===== config.mk =====
export PLATFORM = sky130hd
export DESIGN_NAME = wildcard_address_match_top
export DESIGN_NICKNAME = d
export VERILOG_FILES = /design/src/design/wam_pkg.sv /design/src/design/wam_mask_store.sv /design/src/design/wam_position_update.sv /design/src/design/wildcard_address_match_top.sv
export SDC_FILE = /design/constraint.sdc
export NUM_CORES = 1
export LEC_CHECK = 0
export BUFFER_PORTS_ARGS = -buffer_cell sky130_fd_sc_hd__buf_4
export CORE_UTILIZATION = 55
export CTS_CLUSTER_SIZE = 25
export DETAILED_ROUTE_END_ITERATION = 8
export PLACE_DENSITY = 0.69
export SLEW_MARGIN = 0
export SYNTH_ARGS = -nofsm -noshare
export SYNTH_HDL_FRONTEND = slang
export SYNTH_SLANG_ARGS = --single-unit

===== constraint.sdc =====
create_clock -name i_clk -period 5.7 [get_ports i_clk]
set_input_delay 1.14 -clock i_clk [delete_from_list [all_inputs] [get_ports i_clk]]
set_output_delay 1.14 -clock i_clk [all_outputs]
set_load 0.05 [all_outputs]

===== src/design/wam_pkg.sv =====
// Shared constants, types and helpers for the wildcard address matcher.
`timescale 1ns / 1ps

package wam_pkg;

    localparam int MASK_CHARS = 64;
    localparam int POS_COUNT  = MASK_CHARS + 1;
    localparam int LEN_W      = $clog2(MASK_CHARS + 1);
    localparam int IDX_W      = $clog2(MASK_CHARS);

    localparam logic [7:0] STAR_CODE  = 8'h2A;
    localparam logic [7:0] QMARK_CODE = 8'h3F;

    typedef enum logic [1:0] {
        KIND_MASK_CHAR = 2'd0,
        KIND_MASK_END  = 2'd1,
        KIND_ADDR_CHAR = 2'd2,
        KIND_ADDR_END  = 2'd3
    } t_kind;

    typedef logic [POS_COUNT-1:0] t_pos_vec;
    typedef logic [7:0] t_char_arr [MASK_CHARS];

    // per-entry decode of the stored mask
    typedef struct packed {
        logic [MASK_CHARS-1:0] star;
        logic [MASK_CHARS-1:0] qmark;
        logic [MASK_CHARS-1:0] live;   // entry lies below the mask length
    } t_mask_flags;

    function automatic logic [7:0] upcase(input logic [7:0] c);
        logic [7:0] r;
        r = c;
        if (c >= 8'h61 && c <= 8'h7A) begin
            r = c - 8'h20;
        end
        return r;
    endfunction

endpackage


===== src/design/wam_mask_store.sv =====
// Mask character cells: upper-cased storage plus per-entry decode.
`timescale 1ns / 1ps

module wam_mask_store
    import wam_pkg::*;
(
    input  logic              i_clk,
    input  logic              i_wr_en,
    input  logic [IDX_W-1:0]  i_wr_idx,
    input  logic [7:0]        i_wr_char,
    input  logic [LEN_W-1:0]  i_len,
    output t_char_arr         o_chars,
    output t_mask_flags       o_flags
);

    logic [7:0] r_chars [MASK_CHARS];

    // written at one place per cycle, no reset: entries past the length are never used
    always_ff @(posedge i_clk) begin
        if (i_wr_en) begin
            r_chars[i_wr_idx] <= upcase(i_wr_char);
        end
    end

    always_comb begin
        for (int i = 0; i < MASK_CHARS; i++) begin
            o_chars[i]       = r_chars[i];
            o_flags.star[i]  = (r_chars[i] == STAR_CODE);
            o_flags.qmark[i] = (r_chars[i] == QMARK_CODE);
            o_flags.live[i]  = (LEN_W'(i) < i_len);
        end
    end

endmodule


===== src/design/wam_position_update.sv =====
// Next active-position vector: one character step or restart, then star closure.
`timescale 1ns / 1ps

module wam_position_update
    import wam_pkg::*;
(
    input  t_pos_vec     i_active,
    input  logic         i_restart,
    input  logic [7:0]   i_char,
    input  t_char_arr    i_chars,
    input  t_mask_flags  i_flags,
    output t_pos_vec     o_next
);

    localparam int LEVELS = $clog2(POS_COUNT);

    always_comb begin
        logic [7:0] uc;
        t_pos_vec   stepped;
        t_pos_vec   g;
        t_pos_vec   p;
        t_pos_vec   g_n;
        t_pos_vec   p_n;
        int         d;

        uc = upcase(i_char);

        // star keeps its own position, any other hit moves one right
        stepped = '0;
        for (int i = 0; i < MASK_CHARS; i++) begin
            if (i_active[i] && i_flags.live[i]) begin
                if (i_flags.star[i]) begin
                    stepped[i] = 1'b1;
                end else if (i_flags.qmark[i] || i_chars[i] == uc) begin
                    stepped[i+1] = 1'b1;
                end
            end
        end

        g = i_restart ? t_pos_vec'(1) : stepped;

        // propagate from position i to i+1 across a live star
        p = '0;
        for (int j = 1; j < POS_COUNT; j++) begin
            p[j] = i_flags.live[j-1] & i_flags.star[j-1];
        end

        // log-depth OR prefix over runs of stars
        for (int l = 0; l < LEVELS; l++) begin
            d   = 1 << l;
            g_n = g;
            p_n = '0;
            for (int j = 0; j < POS_COUNT; j++) begin
                if (j >= d) begin
                    g_n[j] = g[j] | (p[j] & g[j-d]);
                    p_n[j] = p[j] & p[j-d];
                end
            end
            g = g_n;
            p = p_n;
        end

        o_next = g;
    end

endmodule


===== src/design/wildcard_address_match_top.sv =====
// Top level of the case-insensitive wildcard address matcher.
`timescale 1ns / 1ps

// Usage:
//   Items arrive on the slave stream: tuser carries the kind (mask char,
//   mask end, address char, address end), tdata the character byte.
//   A mask is loaded one char per item and closed by mask end; address
//   chars then step a bit vector of live mask positions ('*' any run,
//   '?' one char, other chars compared after ASCII upper-casing).
//   Only an address-end item yields a result on the master stream:
//   tdata[0] = matched, tuser[0] = mask overflow (mask longer than the
//   64-entry store; matched is then 0).
//   Throughput: one item per cycle while no address-end item waits on the
//   output. Each item is held in the input register and then applied to the
//   state; the position update (parallel compare plus a log-depth star
//   closure) lies between them. An address-end item's result passes the
//   input register and then the result register before the master stream.
//   Stall: the output register holds a result until taken; while it is
//   full and not taken, an address-end item waits in the input register,
//   other kinds keep flowing.
//   Reset (synchronous, active low): empty open mask, no overflow,
//   position zero live, both streams empty. No clearing pass is needed.

module wildcard_address_match_top
    import wam_pkg::*;
(
    input  logic       i_clk,
    input  logic       i_rst_n,
    input  logic       i_s_axis_tvalid,
    output logic       o_s_axis_tready,
    input  logic [7:0] i_s_axis_tdata,   // [7:0] char_code
    input  logic [1:0] i_s_axis_tuser,   // [1:0] kind
    output logic       o_m_axis_tvalid,
    input  logic       i_m_axis_tready,
    output logic [7:0] o_m_axis_tdata,   // [0] matched, [7:1] zero
    output logic       o_m_axis_tuser    // [0] mask_overflow
);

    // input register
    logic       r_in_vld;
    t_kind      r_in_kind;
    logic [7:0] r_in_char;

    // block state
    logic [LEN_W-1:0] r_len;
    logic             r_ovf;
    logic             r_closed;
    t_pos_vec         r_active;

    // result register
    logic r_out_vld;
    logic r_out_match;
    logic r_out_ovf;

    logic             proc_go;
    logic [LEN_W-1:0] eff_len;
    logic             wr_en;
    logic             upd_en;
    t_char_arr        mask_chars;
    t_mask_flags      mask_flags;
    t_pos_vec         next_active;

    // an address-end item needs room in the result register
    assign proc_go = r_in_vld
                   && (r_in_kind != KIND_ADDR_END || !r_out_vld || i_m_axis_tready);

    assign o_s_axis_tready = !r_in_vld || proc_go;

    // a mask char after close opens a new mask from entry zero
    assign eff_len = (r_in_kind == KIND_MASK_CHAR && r_closed) ? '0 : r_len;
    assign wr_en   = proc_go && r_in_kind == KIND_MASK_CHAR
                   && eff_len < LEN_W'(MASK_CHARS);

    assign upd_en = proc_go && (r_in_kind == KIND_MASK_END
                   || (r_closed && (r_in_kind == KIND_ADDR_CHAR
                                    || r_in_kind == KIND_ADDR_END)));

    wam_mask_store u_store (
        .i_clk     (i_clk),
        .i_wr_en   (wr_en),
        .i_wr_idx  (eff_len[IDX_W-1:0]),
        .i_wr_char (r_in_char),
        .i_len     (r_len),
        .o_chars   (mask_chars),
        .o_flags   (mask_flags)
    );

    wam_position_update u_update (
        .i_active  (r_active),
        .i_restart (r_in_kind != KIND_ADDR_CHAR),
        .i_char    (r_in_char),
        .i_chars   (mask_chars),
        .i_flags   (mask_flags),
        .o_next    (next_active)
    );

    always_ff @(posedge i_clk) begin
        if (!i_rst_n) begin
            r_in_vld  <= 1'b0;
            r_len     <= '0;
            r_ovf     <= 1'b0;
            r_closed  <= 1'b0;
            r_active  <= t_pos_vec'(1);
            r_out_vld <= 1'b0;
        end else begin
            if (o_s_axis_tready) begin
                r_in_vld <= i_s_axis_tvalid;
            end

            if (proc_go) begin
                case (r_in_kind)
                    KIND_MASK_CHAR: begin
                        r_closed <= 1'b0;
                        if (eff_len < LEN_W'(MASK_CHARS)) begin
                            r_len <= eff_len + LEN_W'(1);
                            r_ovf <= r_ovf && !r_closed;
                        end else begin
                            r_len <= eff_len;
                            r_ovf <= 1'b1;
                        end
                    end
                    KIND_MASK_END: begin
                        r_closed <= 1'b1;
                    end
                    default: begin
                    end
                endcase
            end

            if (upd_en) begin
                r_active <= next_active;
            end

            if (proc_go && r_in_kind == KIND_ADDR_END) begin
                r_out_vld <= 1'b1;
            end else if (i_m_axis_tready) begin
                r_out_vld <= 1'b0;
            end
        end
    end

    // payload registers, no reset
    always_ff @(posedge i_clk) begin
        if (o_s_axis_tready) begin
            r_in_kind <= t_kind'(i_s_axis_tuser);
            r_in_char <= i_s_axis_tdata;
        end
        if (proc_go && r_in_kind == KIND_ADDR_END) begin
            r_out_match <= r_closed && !r_ovf && r_active[r_len];
            r_out_ovf   <= r_ovf;
        end
    end

    assign o_m_axis_tvalid = r_out_vld;
    assign o_m_axis_tdata  = {7'd0, r_out_match};
    assign o_m_axis_tuser  = r_out_ovf;

endmodule

Yosys cells after proc, flatten, opt, wreduce, memory -nomap -nowiden
Memories as Yosys holds them, arrays and structs flattened.
Index checks and enable logic that the tools add are counted.
{"block": "word_totals", "rom_bits": 0, "mem_bits_rw": 512, "wordCells": 1684, "memories": 1, "regBits": 88, "output_inout_bits": 11, "latch_bits": 0}
{"block": "op_classes", "addsub": 2, "eq_ne": 197, "n_reduce_logical": 153, "order_cmp": 68, "div": 0, "n_shift": 0, "mul": 0, "n_mux": 269, "bitwise": 984}
{"memory": "u_store.r_chars", "words": 64, "width": 8, "read_ports": 64, "rd_clocked_by_memory_dff": 0, "wr": 1, "line": "wam_mask_store.sv:16", "text": "logic [7:0] r_chars [MASK_CHARS];"}
{"operator": "8-bit by 6-bit equality test with 1-bit output, second input constant", "count": 128}
{"operator": "1-bit bitwise AND", "count": 656}
{"operator": "8-bit equality test", "count": 64}
{"operator": "1-bit bitwise OR", "count": 328}
{"operator": "6-bit by 7-bit < comparator with 1-bit output, first input constant", "count": 32}
{"operator": "1-bit 2-to-1 mux", "count": 198}
{"operator": "2-bit 2-to-1 mux", "count": 64}
{"operator": "5-bit by 7-bit < comparator with 1-bit output, first input constant", "count": 16}
{"operator": "1-bit logical AND", "count": 75}
{"operator": "1-bit logical OR", "count": 69}
{"operator": "65-bit 2-to-1 mux", "count": 1}
{"operator": "4-bit by 7-bit < comparator with 1-bit output, first input constant", "count": 8}
{"operator": "3-bit by 7-bit < comparator with 1-bit output, first input constant", "count": 4}
{"operator": "8-bit 2-to-1 mux", "count": 2}
{"operator": "1-bit by 7-bit < comparator with 1-bit output, first input constant", "count": 2}
{"operator": "2-bit by 7-bit < comparator with 1-bit output, first input constant", "count": 2}
{"operator": "7-bit 2-to-1 mux", "count": 2}
{"operator": "8-bit by 7-bit >= comparator with 1-bit output, second input constant", "count": 1}
{"operator": "8-bit by 7-bit <= comparator with 1-bit output, second input constant", "count": 1}
{"operator": "7-bit by 8-bit < comparator with 1-bit output, second input constant", "count": 1}
{"operator": "8-bit by 6-bit subtractor with 8-bit output, second input constant", "count": 1}
{"operator": "7-bit by 1-bit adder with 7-bit output, second input constant", "count": 1}
{"operator": "1-bit binary-select mux with 7-bit select", "count": 1}
{"operator": "7-bit < comparator, second input constant", "count": 1}
{"operator": "8 further kinds", "count": 15}

Longest topological paths before layout
{"block": "logic_depth", "depth_word": 148, "ltp_mapped": 20}

Modules after synthesis
Synthesis repeated with hierarchy kept, for this count alone.
{"block": "hier_totals", "cells_unflattened": 3207, "hier_area_um2": 33442.1}
{"module": "wam_mask_store", "instances": 1, "seq_area_each_um2": 15374.7, "cells_each": 1048, "area_each_um2": 18046.1}
{"module": "wam_position_update", "instances": 1, "seq_area_each_um2": 0.0, "cells_each": 1736, "area_each_um2": 11398.4}
{"module": "wildcard_address_match_top", "instances": 1, "seq_area_each_um2": 1881.8, "cells_each": 423, "area_each_um2": 3997.6}

Least setup slack after synthesis
No wires, ideal clock.
{"block": "synth_timing", "path_type": "register to register", "startpoint": "register r_in_char[3]", "endpoint": "register r_active[64]", "path_stages_with_launch": 18, "arrival_ps": 4685, "setup_slack_ps": 888, "setup_ps": 127, "path_buffers": 4, "path_cell_list": "edfxtp_1 > buf_4 > nor3_4 > a22o_2 > nor2_4 > buf_4 > buf_2 > buf_2 > xnor2_1 > a31oi_1 > o22ai_1 > a221o_1 > a41oi_1 > o221ai_1 > a31oi_1 > o221ai_1 > o221ai_1 > o21ai_0"}
{"block": "synth_via", "elab_chain_cells": 24}
{"item": "start, declared", "line": "wildcard_address_match_top.sv:42", "text": "logic [7:0] r_in_char;"}
{"item": "start signal, assigned", "line": "wildcard_address_match_top.sv:146", "text": "r_in_char <= i_s_axis_tdata;"}
{"item": "8-bit by 7-bit >= comparator with 1-bit output or 8-bit by 7-bit <= comparator with 1-bit output (tied branches)", "line": "wam_pkg.sv:34", "text": "if (c >= 8'h61 && c <= 8'h7A) begin"}
{"item": "1-bit logical AND", "line": "wam_pkg.sv:34"}
{"item": "8-bit 2-to-1 mux (*)", "line": "wam_pkg.sv:34"}
{"item": "8-bit equality test", "line": "wam_position_update.sv:34", "text": "end else if (i_flags.qmark[i] || i_chars[i] == uc) begin"}
{"item": "1-bit logical OR", "line": "wam_position_update.sv:34"}
{"item": "1-bit 2-to-1 mux", "line": "wam_position_update.sv:34"}
{"item": "1-bit 2-to-1 mux", "line": "wam_position_update.sv:32", "text": "if (i_flags.star[i]) begin"}
{"item": "2-bit 2-to-1 mux", "line": "wam_position_update.sv:31", "text": "if (i_active[i] && i_flags.live[i]) begin"}
{"item": "(+7 left out)"}
{"item": "1-bit bitwise AND", "line": "wam_position_update.sv:55", "text": "g_n[j] = g[j] | (p[j] & g[j-d]);"}
{"item": "1-bit bitwise OR", "line": "wam_position_update.sv:55"}
{"item": "1-bit bitwise AND", "line": "wam_position_update.sv:55"}
{"item": "1-bit bitwise OR", "line": "wam_position_update.sv:55"}
{"item": "1-bit bitwise AND", "line": "wam_position_update.sv:55"}
{"item": "1-bit bitwise OR", "line": "wam_position_update.sv:55"}
{"item": "1-bit bitwise AND", "line": "wam_position_update.sv:55"}
{"item": "1-bit bitwise OR (*) (2 in a row)", "line": "wam_position_update.sv:55"}
{"item": "end signal, assigned", "line": "wildcard_address_match_top.sv:103", "text": "r_active <= t_pos_vec'(1);"}
{"item": "end signal, assigned", "line": "wildcard_address_match_top.sv:131", "text": "r_active <= next_active;"}
{"item": "end, declared", "line": "wildcard_address_match_top.sv:48", "text": "t_pos_vec r_active;"}
Mark *: on every way between the ends. The rest lies on a longest branch, timed or not.
A chain may end at the register's enable or synchronous reset.

Worst setup path after layout
{"block": "layout_timing", "startpoint": "register r_in_char[6]", "endpoint": "register r_active[47]"}
{"block": "layout_via", "elab_chain_cells": 22}
{"item": "8-bit by 7-bit >= comparator with 1-bit output or 8-bit by 7-bit <= comparator with 1-bit output (tied branches)", "line": "wam_pkg.sv:34"}
{"item": "1-bit logical AND", "line": "wam_pkg.sv:34"}
{"item": "8-bit 2-to-1 mux (*)", "line": "wam_pkg.sv:34"}
{"item": "8-bit equality test", "line": "wam_position_update.sv:34"}
{"item": "1-bit logical OR", "line": "wam_position_update.sv:34"}
{"item": "1-bit 2-to-1 mux", "line": "wam_position_update.sv:34"}
{"item": "1-bit 2-to-1 mux", "line": "wam_position_update.sv:32"}
{"item": "2-bit 2-to-1 mux", "line": "wam_position_update.sv:31"}
{"item": "(+6 left out)"}
{"item": "1-bit bitwise OR", "line": "wam_position_update.sv:55"}
{"item": "1-bit bitwise AND", "line": "wam_position_update.sv:55"}
{"item": "1-bit bitwise OR", "line": "wam_position_update.sv:55"}
{"item": "1-bit bitwise AND", "line": "wam_position_update.sv:55"}
{"item": "1-bit bitwise OR", "line": "wam_position_update.sv:55"}
{"item": "1-bit bitwise AND", "line": "wam_position_update.sv:55"}
{"item": "1-bit bitwise OR", "line": "wam_position_update.sv:55"}
{"item": "1-bit bitwise OR (*)", "line": "wam_position_update.sv:55"}
Marked as above.

==> run_results.csv <==
group,metric,value,unit
critical_path,worstReg2RegStart,"r_in_char[6]$_DFFE_PP_",
logic_synthesis,synth_seq_cells,600,
logic_synthesis,yosys-top-cells-count,"edfxtp_1 (524), nor2_1 (319), xnor2_1 (240), nand2_1 (234), xor2_1 (187)",
global_routing,grt-ovfl-total,0,
logic_synthesis,yosysTopAreaCell,"edfxtp_1",
finish,drive_above_1_share,7.950,%
global_routing,grt_usage,37.18,%
global_routing,grt_max_degree,117,
power_and_ir_drop,seqPwrFrac,48.2,%
status,status,"finished clean",
timing,fin_crit,5.310,ns
power_and_ir_drop,total_power,10.07,mW
clock_network,cts_setup_buffers,0,
min_path,hold_path.class,"flip-flop to flip-flop",
placement,portBuffers,17,
critical_path,cp_slowest_stage_delay,0.57,ns
clock_network,h-tree-depth,3,
power_and_ir_drop,powerDensity,262.9,nW/um^2
timing,max_slew_margin,18.61,%
critical_path,path_class,"flip-flop to flip-flop",
placement,place_congestion,1.005,
min_path,hold_path_startpoint,"r_active[13]$_SDFFE_PN0P_",
clock_network,cts_made_buffers,68,
die,row_count,91,
clock_network,root_buffer,"clkbuf_16",
power_and_ir_drop,p_int,7.701,mW
logic_synthesis,synth_area,34790,um^2
timing,setup_tns,0,ns
timing,setup_viol,0,
power_and_ir_drop,p_leak,11.82,nW
drt,drt_first_pass_iters,5,
logic_synthesis,synthTopCellsByArea,"edfxtp_1 (45%), xnor2_1 (6.0%), xor2_1 (4.7%)",
die,die_y,253.5,um
logic_synthesis,synth-edff-count,524,
logic_synthesis,yosys.cell_count.top_type,"edfxtp_1",
flow_run,max_cap_viol_count,0,
logic_synthesis,synth.distinct_cells,105,
drt,final_antenna_net_count,0,
global_routing,grt_pass1_vias,28260,
logic_synthesis,synth_warnings,0,
critical_path,cp-end-kind,"flip-flop",
critical_path,crit_chain,"inv_1 -> ha_1 -> a31oi_4 -> buf_4 -> o21ai_0 -> nor4b_1 -> a311o_1 -> a22o_1 -> o21a_1 -> o21ai_0 -> nand4_1 -> o41ai_1 -> buf_4 -> nand2_1 -> a2111oi_0 -> nor3_1",
critical_path,cp-start-kind,"flip-flop",
logic_synthesis,synth_area_per_cell,10.08,um^2
power_and_ir_drop,switching_power,2.367,mW
logic_synthesis,synthCells,3452,
die,coreArea,62050,um^2
timing,finalCritPeriodShare,93.16,%
logic_synthesis,synth_top_area_share,45.23,%
drt,vias_per_cell,6.822,
critical_path,crit_path_top_delay_cell,"a31oi_4",
clock_network,clk_pin_slew,0.06,ns
logic_synthesis,ys_seq_area_share,49.60,%
global_routing,antenna_found_initial,5,
die,die_w,253.5,um
timing,worstMarginPinSlew,1.221,ns
critical_path,worst-path-max-fanout,14,
logic_synthesis,async_flop_share,0,%
global_routing,grt_pass1_wl,177900,um
clock_network,tritoncts,"built",
timing,slew_violations,0,
power_and_ir_drop,p_clk_share,44.8,%
finish,fin_util,61.72,%
power_and_ir_drop,power_frac_comb,7.1,%
critical_path,cp-startpoint,"r_in_char[6]$_DFFE_PP_",
placement,dp_hpwl,83290,um
critical_path,worstPathArrival,5.80,ns
clock_network,clock_sinks,600,
clock_network,clk_latency,0.62,ns
die,dieArea,64260,um^2
timing,rsz0062_at_grt,"false",
critical_path,worstPathRequired,6.19,ns
timing,fin_ws,0.3902,ns
power_and_ir_drop,peakVddDrop,0.0003288,V
timing,max_freq,0.1883,GHz
finish,finalNetCount,3487,
finish,areaGrowthSynthToFinish,10.08,%
drt,routedWlPerCell,27.46,um
placement,dp_worst_setup_slack,0.5307,ns
drt,drtIter0Drc,3592,
power_and_ir_drop,switching_share,23.51,%
drt,drc_errors,0,
drt,num_vias,29750,
clock_network,clock_path_buffers,3,
timing,clock_skew,0.01817,ns
die,pin_count,25,
die,start_util,56.07,%
timing,hold_viol,0,
clock_network,cts_resized,0,
logic_synthesis,ys.flop_type,"edfxtp_1",
clock_network,holdBufCountCts,0,
finish,multi_input_comb_area,16540,um^2
drt,wl,119700,um
finish,regArea,17260,um^2
finish,fillers,5100,
## flip-flops by register name, indices dropped and copies added (netlist names), 2 cells and up
name / flops
u_store.r_chars: 512
r_in_char: 8
r_len: 7
r_active: 65
r_in_kind: 2
## critical path: cells and delay by family, from the launching register on
kind / cells / cell delay [ns]
compound gates: 8 / 2.89
simple gates: 4 / 0.75
buf+inv: 3 / 0.73
flops: 1 / 0.53
fa+ha+maj: 1 / 0.27
## path summary, 6_finish.rpt
| check | to | slack, ns | cells after the start |
|---|---|---|---|
| max reg2reg | r_active[47]$_SDFFE_PN0P_ | 0.39 | 16 |
| min | r_active[13]$_SDFFE_PN0P_ | 0.48 | 2 |
| max | r_active[47]$_SDFFE_PN0P_ | 0.39 | 16 |
| min reg2reg | r_active[13]$_SDFFE_PN0P_ | 0.48 | 2 |
## power groups by stage
stage / registers, mW / clock network, mW / logic [mW]
2_1_floorplan: 4.94 / 0 / 0.441
3_3_place_gp: 4.94 / 0 / 0.679
3_5_place_dp: 4.94 / 0 / 0.694
4_1_cts: 4.85 / 4.55 / 0.698
5_1_grt: 4.85 / 4.69 / 0.750
6_report: 4.85 / 4.51 / 0.712
## metal layers
| metal | part of all wire [%] | global-route usage [%] | routed length, um |
|---|---|---|---|
| met5 | 0.023 | 0 | 27 |
| met4 | 4.8 | 17.52 | 5775 |
| met3 | 10 | 7.528 | 12100 |
| met2 | 44 | 56.26 | 52530 |
| met1 | 41 | 51.24 | 49310 |
## kinds of logic (layout without fill, tap and decap cells)
logic type | Yosys count | after routing | share of synthesized area (%)
xor+xnor | 427 | 427 | 10.75
simple gates | 1414 | 1414 | 20.81
buf+inv | 227 | 291 | 3.032
compound gates | 758 | 758 | 14.77
other cells | 1 | 9 | 0.01078
fa+ha+maj | 2 | 2 | 0.07192
flops | 600 | 600 | 49.60
mux | 23 | 23 | 0.9530
## cell type report
cell class	count	share of cell area [%]
Inverter	57	0.5619
Multi-Input combinational cell	2631	43.18
Tap cell	837	2.734
Clock buffer	84	4.626
Sequential cell	600	45.06
Timing Repair Buffer	113	2.574
Antenna cell	2	0.01307
Clock inverter	37	1.245
## placed cells by master (no fill, tap or decap), types with 61 or more instances in the layout
master,synthesis,final
nor2_1,319,318
buf_4,33,102
xor2_1,187,187
and3_1,61,61
nand3_1,184,184
clkbuf_16,0,68
nor3_1,183,182
nand2_1,234,233
a21oi_1,173,173
nand4_1,100,100
or3_1,65,65
xnor2_1,240,240
o21ai_0,158,157
edfxtp_1,524,524
dfxtp_1,76,74
## through the flow
step                      std cells  instance area [um^2]  hold slack (ns)
after global placement         4238                 36050           0.4648
final                          4361                 38300           0.4831
after detailed placement       4238                 36050           0.4692
after CTS                      4359                 38290           0.4783
after floorplan                3458                 34810           0.4235
after global routing           4360                 38300           0.4939
Power figures use the tool's default switching activity.
